--- src/rtl/assert_macros.svh ---
// assertion helpers for the rtl files (included by the controller)
`ifndef ASSERT_MACROS_SVH
`define ASSERT_MACROS_SVH

// same-cycle implication, disabled during reset
`define ASSERT_IMPLIES(label, clk, rst, ante, cons) \
   label: assert property (@(posedge clk) disable iff (rst) (ante) |-> (cons)) \
      else $error("assertion failed");

// next-cycle implication, disabled during reset
`define ASSERT_NEXT(label, clk, rst, ante, cons) \
   label: assert property (@(posedge clk) disable iff (rst) (ante) |=> (cons)) \
      else $error("assertion failed");

`endif

--- src/rtl/dpc_pkg.sv ---
package dpc_pkg;

   // fixed field widths
   localparam int DEPTH_W     = 16;
   localparam int COORD_W     = 33;
   localparam int Z_W         = 17;
   localparam int DIM_REG_W   = 13;
   localparam int RECIP_W     = 25;
   localparam int CSR_DATA_W  = 25;
   localparam int CSR_INDEX_W = 3;

   // fixed point scaling: centre halving, q24 reciprocal, 1/16 units
   localparam int COORD_SHIFT = 21;

   localparam logic [DEPTH_W-1:0] INVALID_DEPTH = 16'hFFFF;

   // register reset values
   localparam logic [DIM_REG_W-1:0] RESET_IMAGE_WIDTH  = 13'd640;
   localparam logic [DIM_REG_W-1:0] RESET_IMAGE_HEIGHT = 13'd480;
   localparam logic [RECIP_W-1:0]   RESET_RECIP_FOCAL  = 25'd20972;
   localparam logic [DEPTH_W-1:0]   RESET_MIN_DEPTH    = 16'hFFFF;
   localparam logic [DEPTH_W-1:0]   RESET_MAX_DEPTH    = 16'h0000;

   // register indexes
   typedef enum logic [CSR_INDEX_W-1:0] {
      CSR_IMAGE_WIDTH       = 3'd0,
      CSR_IMAGE_HEIGHT      = 3'd1,
      CSR_RECIP_FOCAL_X     = 3'd2,
      CSR_RECIP_FOCAL_Y     = 3'd3,
      CSR_INITIAL_MIN_DEPTH = 3'd4,
      CSR_INITIAL_MAX_DEPTH = 3'd5
   } csr_index_type;

   // controller states
   typedef enum logic [1:0] {
      ST_IDLE,
      ST_MUL1,
      ST_MUL2,
      ST_FINISH
   } state_type;

   // controller to datapath commands
   typedef struct packed {
      logic take;
      logic mul1;
      logic mul2;
      logic load;
   } dp_cmd_type;

   // tracker preload from a register write
   typedef struct packed {
      logic               load_min;
      logic               load_max;
      logic [DEPTH_W-1:0] value;
   } tracker_load_type;

endpackage

--- src/rtl/dpc_csr.sv ---
module dpc_csr
   import dpc_pkg::*;
#(
   parameter int MAX_IMAGE_DIM = 4096
) (
   input  logic                     clock,
   input  logic                     reset,
   input  logic                     csr_write_enable,
   input  logic [CSR_INDEX_W-1:0]   csr_index,
   input  logic [CSR_DATA_W-1:0]    csr_write_data,
   output logic [$clog2(MAX_IMAGE_DIM):0] image_width,
   output logic [$clog2(MAX_IMAGE_DIM):0] image_height,
   output logic [RECIP_W-1:0]       recip_focal_x,
   output logic [RECIP_W-1:0]       recip_focal_y,
   output tracker_load_type         tracker_load
);

   localparam int DIM_W = $clog2(MAX_IMAGE_DIM) + 1;
   localparam int CMP_W = (DIM_W > DIM_REG_W) ? DIM_W : DIM_REG_W;
   localparam logic [CMP_W-1:0] MAX_DIM = CMP_W'(MAX_IMAGE_DIM);

   // zero acts as one, oversize acts as the maximum
   function automatic logic [DIM_W-1:0] clamp_dim(input logic [DIM_REG_W-1:0] v);
      logic [CMP_W-1:0] vx;
      vx = CMP_W'(v);
      if (vx == '0) begin
         clamp_dim = DIM_W'(1);
      end else if (vx > MAX_DIM) begin
         clamp_dim = DIM_W'(MAX_IMAGE_DIM);
      end else begin
         clamp_dim = DIM_W'(vx);
      end
   endfunction

   logic [DIM_W-1:0]   width_ff, width_in;
   logic [DIM_W-1:0]   height_ff, height_in;
   logic [RECIP_W-1:0] recip_x_ff, recip_x_in;
   logic [RECIP_W-1:0] recip_y_ff, recip_y_in;

   // register write decode, sizes stored already clamped
   always_comb begin
      width_in              = width_ff;
      height_in             = height_ff;
      recip_x_in            = recip_x_ff;
      recip_y_in            = recip_y_ff;
      tracker_load.load_min = 1'b0;
      tracker_load.load_max = 1'b0;
      tracker_load.value    = csr_write_data[DEPTH_W-1:0];
      if (csr_write_enable) begin
         unique case (csr_index)
            CSR_IMAGE_WIDTH:       width_in   = clamp_dim(csr_write_data[DIM_REG_W-1:0]);
            CSR_IMAGE_HEIGHT:      height_in  = clamp_dim(csr_write_data[DIM_REG_W-1:0]);
            CSR_RECIP_FOCAL_X:     recip_x_in = csr_write_data[RECIP_W-1:0];
            CSR_RECIP_FOCAL_Y:     recip_y_in = csr_write_data[RECIP_W-1:0];
            CSR_INITIAL_MIN_DEPTH: tracker_load.load_min = 1'b1;
            CSR_INITIAL_MAX_DEPTH: tracker_load.load_max = 1'b1;
            default: begin
            end
         endcase
      end
   end

   always_ff @(posedge clock) begin
      if (reset) begin
         width_ff   <= clamp_dim(RESET_IMAGE_WIDTH);
         height_ff  <= clamp_dim(RESET_IMAGE_HEIGHT);
         recip_x_ff <= RESET_RECIP_FOCAL;
         recip_y_ff <= RESET_RECIP_FOCAL;
      end else begin
         width_ff   <= width_in;
         height_ff  <= height_in;
         recip_x_ff <= recip_x_in;
         recip_y_ff <= recip_y_in;
      end
   end

   assign image_width   = width_ff;
   assign image_height  = height_ff;
   assign recip_focal_x = recip_x_ff;
   assign recip_focal_y = recip_y_ff;

endmodule

--- config.mk ---
export PLATFORM = sky130hd
export DESIGN_NAME = dpc_csr
export DESIGN_NICKNAME = d
export VERILOG_FILES = /design/src/rtl/assert_macros.svh /design/src/rtl/dpc_pkg.sv /design/src/rtl/dpc_csr.sv
export SDC_FILE = /design/constraint.sdc
export NUM_CORES = 1
export LEC_CHECK = 0
export ABC_CLOCK_PERIOD_IN_PS = 1300
export BUFFER_PORTS_ARGS = -buffer_cell sky130_fd_sc_hd__buf_2
export CAP_MARGIN = 20
export CORE_UTILIZATION = 30
export DETAILED_ROUTE_END_ITERATION = 6
export GPL_ROUTABILITY_DRIVEN = 0
export PLACE_DENSITY = 0.53
export SLEW_MARGIN = 10
export SYNTH_ARGS = -nofsm -noshare
export SYNTH_HDL_FRONTEND = slang
export SYNTH_SLANG_ARGS = --single-unit
--- constraint.sdc ---
create_clock -name clock -period 1.3 [get_ports clock]
set_input_delay 0.195 -clock clock [delete_from_list [all_inputs] [get_ports clock]]
set_output_delay 0.195 -clock clock [all_outputs]
set_load 0.01 [all_outputs]
==> impl_metrics.py <==
metrics = {
    "run_status": {
        "outcome": "finished clean",
    },
    "critical_path": {
        "cp_num_buf_inv": 1,
        "max_stage_delay_ns": 0.38,
        "slowest_stage": "dfxtp_1",
        "crit_path_end_kind": "primary output",
        "worstPathMaxFanout": 2,
        "worstSetupPathType": "flop to primary output",
        "startpoint_type": "flop",
        "worst_ep_arrival_time_ns": 0.87,
        "required_ns": 1.11,
        "crit_chain": "buf_2",
        "critical_path.top_delay_family": "flip-flops",
        "rrSetupSlack_ns": 0.61,
    },
    "finish": {
        "seq_area_um2": 1520,
        "fin_nets": 513,
        "final_area_um2": 4020,
        "fin_cells": 620,
        "diodes": 0,
        "drive_gt1_share_pct": 35.3,
        "multiInputGateArea_um2": 1260,
        "mostFrequentLayoutCells": "137 x nand2_1, 124 x buf_2, 76 x dfxtp_1",
        "syn_to_final_growth_pct": 33.2,
        "final_common_cell": "nand2_1",
        "fin_util_pct": 41.2,
        "nFillCells": 1048,
    },
    "clocking": {
        "cts_buffers": 9,
        "cts.clk_slew.worst_paths_ns": 0.08,
        "insertion_delay_ns": 0.34,
        "cts-htree-levels": 3,
        "post_cts_buffers": 0,
        "ctsResizeCount": 0,
        "cts_buffer_depth": 2,
        "cts_tree": "built",
        "root_buffer": "clkbuf_8",
        "clock_sinks": 76,
        "cts_hold_buf": 0,
    },
    "synth": {
        "synth_edf_count": 0,
        "yosys.area.top_type": "dfxtp_1",
        "synth.avg_cell_area_um2": 8.19,
        "synthFlopType": "dfxtp_1",
        "synthCells": 369,
        "syn_area_um2": 3020,
        "synth_top_area_share_pct": 50.4,
        "synth-seq-cells": 76,
        "synth_seq_area_share_pct": 50.4,
        "synth_cell_types": 28,
        "syn_nets": 400,
        "yosys_warnings": 0,
        "async_reset_ff_share_pct": 0,
        "synthTopCellsByArea": "dfxtp_1 50%, nand2_1 17%, a21oi_1 8.9%",
    },
    "grt": {
        "antenna_found_initial": 0,
        "groute.usage.overall_pct": 17.2,
        "grt_start_max_net_pins": 61,
        "grt_pass1_vias": 2613,
        "grt_pass1_wl_um": 13600,
        "grt-ovfl-total": 0,
    },
    "timing": {
        "finalHoldViolations": 0,
        "rsz0062_at_grt": "no",
        "drv_slew": 0,
        "layout_setup_ws_ns": 0.233,
        "period_minus_slack_ns": 1.07,
        "slew_headroom_pct": 75.6,
        "finClkSkew_ns": 0,
        "fin_setup_tns_ns": 0,
        "timing.hold.ws_ns": 0.0806,
        "max_freq_mhz": 937,
        "fin_crit_sh_pct": 82.1,
        "final-setup-viol-count": 0,
        "worstMarginPinSlew_ns": 0.363,
    },
    "placed_design": {
        "hpwl_um": 6140,
        "port_buffers": 124,
        "dpl_cell_area_um2": 3820,
        "placed_cells": 604,
        "pre_cts_ws_ns": -0.0718,
    },
    "drt": {
        "postRouteAntennaNets": 0,
        "drt-initial-drc-count": 84,
        "wl_per_cell_um": 14.2,
        "drt-pass1-iter-count": 4,
        "viasPerCell": 4.48,
        "drc": 0,
        "vias": 2778,
        "routed_wl_um": 8790,
    },
    "power_and_ir_drop": {
        "peakVddDrop_mv": 0.580,
        "p_leak_nw": 1.75,
        "power.total_mw": 4.72,
        "powerDensity_nw_per_um2": 1170,
    },
    "flow_run": {
        "max-cap-violations": 0,
    },
    "floorplan": {
        "core_area_um2": 9770,
        "die-height_um": 102,
        "die_x_um": 102,
        "io_pins": 125,
        "start_util_pct": 30.9,
        "die_area_um2": 10500,
        "rows": 36,
    },
    "worst_hold_path": {
        "hold_path_class": "input port to flop",
    },
}
power breakdown:
| part | switching [mW] | internal [mW] |
|---|---|---|
| Clock | 0.893 | 0.935 |
| Combinational | 0.274 | 0.209 |
| Sequential | 0.0269 | 2.38 |
state kept, by name (all words and copies together), names as in the netlist:
name / count
recip_focal_y: 25
image_width: 13
recip_focal_x: 25
image_height: 13
logic make-up (layout without fill, tap and decap cells):
kind of cell	count (synthesis)	after routing	share of synthesized area (%)
simple gates	186	186	29.7
buf+inv	46	164	8.90
flops	76	76	50.4
compound gates	61	61	11.1
layout make-up:
cell class	count	share of cell area, %
clock buffers	10	3.42
clock inverters	6	1.59
multi-input cells	247	31.3
flip-flops and latches	76	37.8
well taps	133	4.14
repair buffers	148	21.8
routing by layer:
metal / vias up / global-route usage [%] / routed length (um)
li1: 1418 / - / -
met4: 0 / 7.91 / 173
met2: 92 / 27.2 / 4050
met1: 1255 / 22.1 / 4010
met5: - / 0 / 0
met3: 13 / 4.45 / 555
path summary, 6_finish.rpt:
kind                            from                end  cells past startpoint
hold / removal    csr_write_data[14]  recip_focal_x[14]                      3
hold reg to reg      image_height[4]    image_height[4]                      2
setup / recovery      image_width[0]     image_width[0]                      1
setup reg to reg      image_width[7]     image_width[7]                      1
Yosys cell counts (2+ instances only):
cell	instances
buf_4	16
nor2b_1	7
nor4bb_1	3
nor4_1	3
nand2_1	137
nand3b_1	20
nor3b_1	2
a21oi_1	54
dfxtp_1	76
nand4bb_1	2
nor2_1	2
buf_6	3
buf_2	11
and4b_1	2
a211o_1	4
clkbuf_1	15
Note: power is estimated with default switching activity, not from simulation.
