File: src/rtl/assert_macros.svh
// assertion helpers for the rtl files (included by the controller)
`ifndef ASSERT_MACROS_SVH
`define ASSERT_MACROS_SVH

// same-cycle implication, disabled during reset
`define ASSERT_IMPLIES(label, clk, rst, ante, cons) \
   label: assert property (@(posedge clk) disable iff (rst) (ante) |-> (cons)) \
      else $error("assertion failed");

// next-cycle implication, disabled during reset
`define ASSERT_NEXT(label, clk, rst, ante, cons) \
   label: assert property (@(posedge clk) disable iff (rst) (ante) |=> (cons)) \
      else $error("assertion failed");

`endif

File: src/rtl/dpc_pkg.sv
package dpc_pkg;

   // fixed field widths
   localparam int DEPTH_W     = 16;
   localparam int COORD_W     = 33;
   localparam int Z_W         = 17;
   localparam int DIM_REG_W   = 13;
   localparam int RECIP_W     = 25;
   localparam int CSR_DATA_W  = 25;
   localparam int CSR_INDEX_W = 3;

   // fixed point scaling: centre halving, q24 reciprocal, 1/16 units
   localparam int COORD_SHIFT = 21;

   localparam logic [DEPTH_W-1:0] INVALID_DEPTH = 16'hFFFF;

   // register reset values
   localparam logic [DIM_REG_W-1:0] RESET_IMAGE_WIDTH  = 13'd640;
   localparam logic [DIM_REG_W-1:0] RESET_IMAGE_HEIGHT = 13'd480;
   localparam logic [RECIP_W-1:0]   RESET_RECIP_FOCAL  = 25'd20972;
   localparam logic [DEPTH_W-1:0]   RESET_MIN_DEPTH    = 16'hFFFF;
   localparam logic [DEPTH_W-1:0]   RESET_MAX_DEPTH    = 16'h0000;

   // register indexes
   typedef enum logic [CSR_INDEX_W-1:0] {
      CSR_IMAGE_WIDTH       = 3'd0,
      CSR_IMAGE_HEIGHT      = 3'd1,
      CSR_RECIP_FOCAL_X     = 3'd2,
      CSR_RECIP_FOCAL_Y     = 3'd3,
      CSR_INITIAL_MIN_DEPTH = 3'd4,
      CSR_INITIAL_MAX_DEPTH = 3'd5
   } csr_index_type;

   // controller states
   typedef enum logic [1:0] {
      ST_IDLE,
      ST_MUL1,
      ST_MUL2,
      ST_FINISH
   } state_type;

   // controller to datapath commands
   typedef struct packed {
      logic take;
      logic mul1;
      logic mul2;
      logic load;
   } dp_cmd_type;

   // tracker preload from a register write
   typedef struct packed {
      logic               load_min;
      logic               load_max;
      logic [DEPTH_W-1:0] value;
   } tracker_load_type;

endpackage

File: src/rtl/dpc_ctrl.sv
`include "assert_macros.svh"

module dpc_ctrl
   import dpc_pkg::*;
(
   input  logic       clock,
   input  logic       reset,
   input  logic       req_valid,
   output logic       req_stall,
   output logic       rsp_valid,
   input  logic       rsp_stall,
   output dp_cmd_type cmd
);

   state_type state_ff, state_in;
   logic      rsp_valid_ff, rsp_valid_in;

   // state register and output slot flag
   always_ff @(posedge clock) begin
      if (reset) begin
         state_ff     <= ST_IDLE;
         rsp_valid_ff <= 1'b0;
      end else begin
         state_ff     <= state_in;
         rsp_valid_ff <= rsp_valid_in;
      end
   end

   // next state and commands
   always_comb begin
      state_in  = state_ff;
      cmd       = '0;
      req_stall = 1'b1;
      unique case (state_ff)
         ST_IDLE: begin
            req_stall = 1'b0;
            if (req_valid) begin
               cmd.take = 1'b1;
               state_in = ST_MUL1;
            end
         end
         ST_MUL1: begin
            cmd.mul1 = 1'b1;
            state_in = ST_MUL2;
         end
         ST_MUL2: begin
            cmd.mul2 = 1'b1;
            state_in = ST_FINISH;
         end
         ST_FINISH: begin
            // load only once the output slot is free or leaving
            if (!rsp_valid_ff || !rsp_stall) begin
               cmd.load = 1'b1;
               state_in = ST_IDLE;
            end
         end
         default: begin
            state_in = ST_IDLE;
         end
      endcase
   end

   // output slot fills on load, empties when taken
   always_comb begin
      if (cmd.load) begin
         rsp_valid_in = 1'b1;
      end else if (!rsp_stall) begin
         rsp_valid_in = 1'b0;
      end else begin
         rsp_valid_in = rsp_valid_ff;
      end
   end

   assign rsp_valid = rsp_valid_ff;

   `ASSERT_NEXT(a_take_starts_mul, clock, reset, req_valid && !req_stall, state_ff == ST_MUL1)
   `ASSERT_NEXT(a_mul1_then_mul2, clock, reset, state_ff == ST_MUL1, state_ff == ST_MUL2)
   `ASSERT_IMPLIES(a_load_slot_free, clock, reset, cmd.load, !rsp_valid_ff || !rsp_stall)

endmodule

File: config.mk
export PLATFORM = sky130hd
export DESIGN_NAME = dpc_ctrl
export DESIGN_NICKNAME = d
export VERILOG_FILES = /design/src/rtl/dpc_pkg.sv /design/src/rtl/dpc_ctrl.sv
export VERILOG_INCLUDE_DIRS = /design/src /design/src/rtl
export SDC_FILE = /design/constraint.sdc
export NUM_CORES = 1
export LEC_CHECK = 0
export BUFFER_PORTS_ARGS = -buffer_cell sky130_fd_sc_hd__buf_4
export CAP_MARGIN = 0
export CORE_AREA = 2 2 39 41
export DETAILED_ROUTE_END_ITERATION = 8
export DIE_AREA = 0 0 41 43
export SETUP_SLACK_MARGIN = 0.05
export SLEW_MARGIN = 0
export SYNTH_ARGS = -nofsm -noshare
export SYNTH_HDL_FRONTEND = slang
export SYNTH_SLANG_ARGS = --single-unit
File: constraint.sdc
create_clock -name clock -period 1.4 [get_ports clock]
set_input_delay 0.21 -clock clock [delete_from_list [all_inputs] [get_ports clock]]
set_output_delay 0.21 -clock clock [all_outputs]
set_load 0.005 [all_outputs]
==> impl_metrics.csv, run 1 <==
group,metric,value,unit
outcome,outcome,"finished clean",
cells_and_area,mostFrequentLayoutCell,"buf_4",
clock_tree,cts_buffers,3,
critical_path,required,1.19,ns
detailed_routing,firstDrtPassIters,1,
logic_synthesis,yosys.area.top_type,"ha_1",
logic_synthesis,syn_nets,33,
place,hpwl,347.1,um
sta,finalCritPeriodShare,0.9271,
floorplan,initial_core_util,0.1618,
clock_tree,clock_latency,0.23,ns
sta,setup-violations-final,0,
logic_synthesis,synth-compound-area-share,0.1229,
clock_tree,cts_root_buf,"clkbuf_4",
sta,finalHoldViolCount,0,
critical_path,cp-end-kind,"output port",
detailed_routing,num_vias,203,
critical_path,crit_path_max_fanout,3,
critical_path,r2r_slack,0.31,ns
pwr,p_leak,0.1821,nW
cells_and_area,fin_nets,49,
logic_synthesis,synthAdderAreaFrac,0.2793,
floorplan,die_w,41,um
detailed_routing,drt-wirelength-per-cell,8.400,um
global_routing,antenna_found_initial,0,
detailed_routing,vias_per_cell,3.691,
floorplan,die_h,43,um
clock_tree,cts_tree,"yes",
logic_synthesis,ys_ff_latch,3,
critical_path,start_kind,"flip-flop",
logic_synthesis,ys_seq_area_frac,0.2682,
logic_synthesis,muxShareOfSynthArea,0.08939,
logic_synthesis,syn_inst,24,
sta,finalMaxSlewViolations,0,
detailed_routing,drtIter0Drc,0,
critical_path,path_class,"flip-flop to output port",
critical_path,critPathSlowestCell,"dfxtp_2",
clock_tree,cts_buffer_depth,2,
clock_tree,cts_sinks,3,
global_routing,grt_pass1_wl,669,um
critical_path,worst_path_largest_cell_delay,0.34,ns
detailed_routing,routed_wl,462,um
critical_path,cp_data_arrival_time,1.09,ns
sta,fin_skew,0.001331,ns
logic_synthesis,synth_top_area_frac,0.2793,
cells_and_area,most-common-layout-cells,"12 x buf_4, 3 x nand2b_1, 3 x ha_1, 3 x clkbuf_4",
cells_and_area,antennaDiodeCount,0,
place,port_buffers,9,
sta,min_period,1.298,ns
detailed_routing,drtAntennaViolNets,0,
pwr,irDropWorstVdd,550.1,uV
floorplan,pin_count,10,
pwr,p_total,620.6,uW
global_routing,track_usage,0.06613,
clock_tree,htreeDepth,1,
critical_path,worstSetupStartpoint,"state_ff[0]$_SDFFE_PP0P_",
floorplan,core_area,1384,sq um
detailed_routing,drc,0,
logic_synthesis,yosys_warnings,0,
critical_path,crit_family,"flip-flops",
sta,worst_pin_slew,0.1494,ns
global_routing,grt_pass1_vias,188,
critical_path,path_depth,4,
sta,rsz0062_at_grt,"true",
critical_path,crit_chain,"inv_2, ha_4, and2_2, buf_4",
clock_tree,clk_pin_slew_worst_paths,0.04,ns
cells_and_area,fin_util,0.2694,
logic_synthesis,ys_types,13,
run,max_cap_violations,0,
critical_path,critical_path_buf_inv_count,2,
logic_synthesis,syn-cell-area,224.0,sq um
logic_synthesis,yosys.area_share.simple,0.1564,
logic_synthesis,synthTopCellsByArea,"ha_1 28%, dfxtp_1 27%, mux2i_1 8.9%, nand2b_1 8.4%, inv_1 5.0%",
sta,setup_tns,0,ns
cells_and_area,layout-drive-gt1-share,0.5641,
critical_path,endpoint,"cmd[3]",
sta,hold_slack,0.1690,ns
logic_synthesis,synthXorXnorAreaFrac,0,
min_path,holdCritPathClass,"input port to flip-flop",
global_routing,grt_max_degree,6,
sta,slew_headroom,0.8975,
critical_path,rr_startpoint,"state_ff[0]$_SDFFE_PP0P_",
floorplan,num_rows,14,
pwr,power_density,1665,nW/um^2
critical_path,rr_endpoint,"state_ff[0]$_SDFFE_PP0P_",
cells_and_area,area_growth,66.48,%
sta,fmaxAchievable,0.7705,GHz
place,gp_congestion,0.6905,
global_routing,overflow,0,
logic_synthesis,synth_top_family_by_area,"adder cells",
critical_path,rr_worst_depth,5,
floorplan,die_area,1763,sq um
logic_synthesis,synth.avg_cell_area,9.332,sq um
timing repair:
| item | in CTS | in global routing |
|---|---|---|
| pin swaps | 0 | 0 |
| setup buffers | 1 | 2 |
| resized for setup | 5 | 3 |
| hold buffers | 0 | 0 |
| endpoints found under the setup margin | 2 | 2 |
flip-flops by register name, summed over array words and instances, names as in the netlist:
name	cells
rsp_valid	1
state_ff	2
cells in the mapped netlist:
cell type,instances
and2_2,1
mux2i_1,2
a21boi_0,1
o21bai_1,1
nand3_1,1
a21oi_1,1
nand2b_1,3
nor2_1,1
inv_1,3
ha_1,5
dfxtp_1,3
buf_4,1
o21a_1,1
worst reg2reg max path, stage by stage, from the launching register on:
cell     delay (ns)
dfxtp_2        0.34
inv_2          0.06
ha_4           0.15
inv_1          0.06
o21a_1         0.16
mux2i_1        0.22
layer usage:
layer	wire length, um	vias up	global-route usage	share of wire
li1	-	107	-	-
met1	164	89	0.04792	0.35
met3	55	0	0.06283	0.12
met2	242	7	0.08438	0.52
met4	0	0	0.08000	0
met5	0	-	0	0
stage by stage:
step                      setup slack [ns]  std cells  area [sq um]
after CTS                          0.06379         53         342.8
after global routing               0.04247         55         372.9
final                               0.1021         55         372.9
after global placement              0.2207         48         304.0
after detailed placement            0.1925         48         304.0
after floorplan                     0.3133         24         224.0
worst min path at each step:
stage               depth (start not counted)  start                     end  slack, ns
finish                                      2  reset  rsp_valid$_SDFFE_PP0P_       0.17
global route                                2  reset  rsp_valid$_SDFFE_PP0P_       0.16
CTS                                         2  reset  rsp_valid$_SDFFE_PP0P_       0.16
detailed placement                          2  reset  rsp_valid$_SDFFE_PP0P_       0.41
global placement                            2  reset  rsp_valid$_SDFFE_PP0P_       0.41
floorplan                                   1  reset  rsp_valid$_SDFFE_PP0P_       0.28
final cells by class:
type	instances	area, sq um
timing repair buffer	12	90.09
tap	16	20.02
clock buffer	4	26.28
multi-input combinational	17	160.2
sequential	3	65.06
fill	156	1011
inverter	3	11.26
power by group:
part	switching [mW]	leakage [nW]	internal [mW]
Combinational	0.132	0.142	0.192
Sequential	0.0256	0.0256	0.120
Clock	0.0441	0.0150	0.107
Total	0.202	0.182	0.419
kinds of logic (layout without fill, tap and decap cells):
kind of cell / count (synthesis) / in the layout
fa+ha+maj: 5 / 5
compound gates: 4 / 4
buf+inv: 4 / 19
simple gates: 6 / 6
flops: 3 / 3
mux: 2 / 2
(Power assumes the default switching activity.)
==> run 2: changes to the inputs <==
Settings changed: RECOVER_POWER set to 25.
==> impl_metrics.csv, run 2 (same netlist as run 1, synthesis figures left out) <==
group,metric,value,unit
outcome,outcome,"finished clean",
cells_and_area,most-common-layout-cells,"11 x buf_4, 4 x ha_1, 4 x clkbuf_4",
global_routing,track_usage,0.06613,
place,pre_cts_ws,0.1925,ns
clock_tree,cts_sinks,3,
detailed_routing,drtIter0Drc,0,
critical_path,critical_path_buf_inv_count,1,
clock_tree,cts_hold_buffers,0,
clock_tree,htreeDepth,1,
detailed_routing,drtAntennaViolNets,0,
clock_tree,cts_buffer_depth,2,
cells_and_area,area_growth,65.36,%
clock_tree,clk_pin_slew_worst_paths,0.04,ns
critical_path,required,1.19,ns
sta,finalCritPeriodShare,0.9302,
floorplan,pin_count,10,
clock_tree,cts_tree,"yes",
detailed_routing,dr_wl_met2,241,um
floorplan,initial_core_util,0.1618,
place,port_buffers,9,
sta,rsz0062_at_grt,"true",
sta,fmaxAchievable,0.7679,GHz
detailed_routing,routed.top_layer,"met3",
detailed_routing,drt-wirelength-per-cell,8.382,um
critical_path,path_class,"flip-flop to output port",
run,max_cap_violations,0,
detailed_routing,m1WireLength,165,um
sta,finalHoldViolCount,0,
pwr,irDropWorstVdd,548.3,uV
detailed_routing,drc,0,
sta,worst_pin_slew,0.1498,ns
floorplan,num_rows,14,
clock_tree,clock_latency,0.23,ns
place,hpwl,347.1,um
clock_tree,cts_root_buf,"clkbuf_4",
critical_path,start_kind,"flip-flop",
sta,finalMaxSlewViolations,0,
sta,slew_headroom,0.8973,
floorplan,core_area,1384,sq um
global_routing,grt_pass1_vias,188,
clock_tree,cts_buffers,3,
cells_and_area,fin_area,370.4,sq um
sta,min_period,1.302,ns
sta,setup-violations-final,0,
critical_path,crit_chain,"ha_1, a21boi_0, buf_4",
pwr,power_density,1671,nW/um^2
cells_and_area,layout-drive-gt1-share,0.5385,
critical_path,crit_family,"flip-flops",
sta,hold_slack,0.1687,ns
critical_path,crit_path_max_fanout,3,
sta,fin_skew,0.001331,ns
cells_and_area,largest_reg_flops,2,
detailed_routing,num_vias,203,
critical_path,cp_data_arrival_time,1.09,ns
detailed_routing,vias_per_cell,3.691,
floorplan,die_h,43,um
pwr,p_leak,0.1840,nW
floorplan,die_w,41,um
min_path,holdCritPathClass,"input port to flip-flop",
detailed_routing,routed-wl-met3,55,um
detailed_routing,firstDrtPassIters,1,
cells_and_area,mostFrequentLayoutCell,"buf_4",
critical_path,critPathSlowestCell,"dfxtp_2",
sta,setup_tns,0,ns
cells_and_area,regMostFlops,"state_ff",
critical_path,cp-end-kind,"output port",
sta,setup_slack,0.09772,ns
place,gp_congestion,0.6905,
global_routing,antenna_found_initial,0,
detailed_routing,routed_wl,461,um
global_routing,grt_pass1_wl,669,um
floorplan,die_area,1763,sq um
place,dpl_cell_area,304.0,sq um
global_routing,grt_max_degree,6,
cells_and_area,antennaDiodeCount,0,
global_routing,overflow,0,
critical_path,worst_path_largest_cell_delay,0.34,ns
cells_and_area,fin_nets,49,
-- run 2: cell types whose count changed in the layout (fill, tap and decap cells not counted), sizes merged --
cell    previous run  this run
buf               12        11
clkbuf             4         5
-- run 2: per-layer routing --
metal,global-route usage,up-vias
li1,-,107
met5,0,-
met1,0.04792,89
met3,0.06283,0
met2,0.08438,7
met4,0.08000,0
-- run 2: final timing paths --
| path | start | endpoint | slack, ns | cells after the start |
|---|---|---|---|---|
| worst max-delay path | state_ff[0]$_SDFFE_PP0P_ | cmd[0] | 0.1 | 3 |
| worst min-delay path | reset | rsp_valid$_SDFFE_PP0P_ | 0.17 | 2 |
| worst max register to register | state_ff[0]$_SDFFE_PP0P_ | state_ff[0]$_SDFFE_PP0P_ | 0.30 | 4 |
| worst min register to register | rsp_valid$_SDFFE_PP0P_ | rsp_valid$_SDFFE_PP0P_ | 0.54 | 2 |
-- run 2: per-stage QoR --
| stage | power (mW) | util | std cells |
|---|---|---|---|
| after global routing | 0.6863 | 0.2676 | 55 |
| after floorplan | 0.2818 | - | 24 |
| after global placement | 0.3912 | 0.2197 | 48 |
| after CTS | 0.5853 | 0.2477 | 53 |
| final | 0.6188 | 0.2676 | 55 |
| after detailed placement | 0.3933 | 0.2197 | 48 |
-- run 2: worst reg2reg max path: cells and delay by family (launching register included) --
kind                     cells  cell delay, ns
AO/OA/AOI/OAI                1            0.17
adder cells (fa/ha/maj)      1            0.22
flip-flops                   1            0.33
multiplexers                 1            0.22
AND/OR/NAND/NOR              1            0.09
-- run 2: what timing repair did --
item,in CTS,in global routing
endpoints found under the setup margin,2,2
setup buffers,1,2
gates resized for setup,5,3
cloned,0,0
-- run 2: power by group --
group	internal, mW	switching (mW)
registers	0.120	0.0246
clock network	0.107	0.0441
logic	0.191	0.132
-- run 2: cell type report --
| class | instances | area [sq um] |
|---|---|---|
| Multi-Input combinational cell | 17 | 157.7 |
| Tap cell | 16 | 20.02 |
| Sequential cell | 3 | 65.06 |
| Timing Repair Buffer | 12 | 90.09 |
| Fill cell | 157 | 1013 |
| Inverter | 3 | 11.26 |
| Clock buffer | 4 | 26.28 |
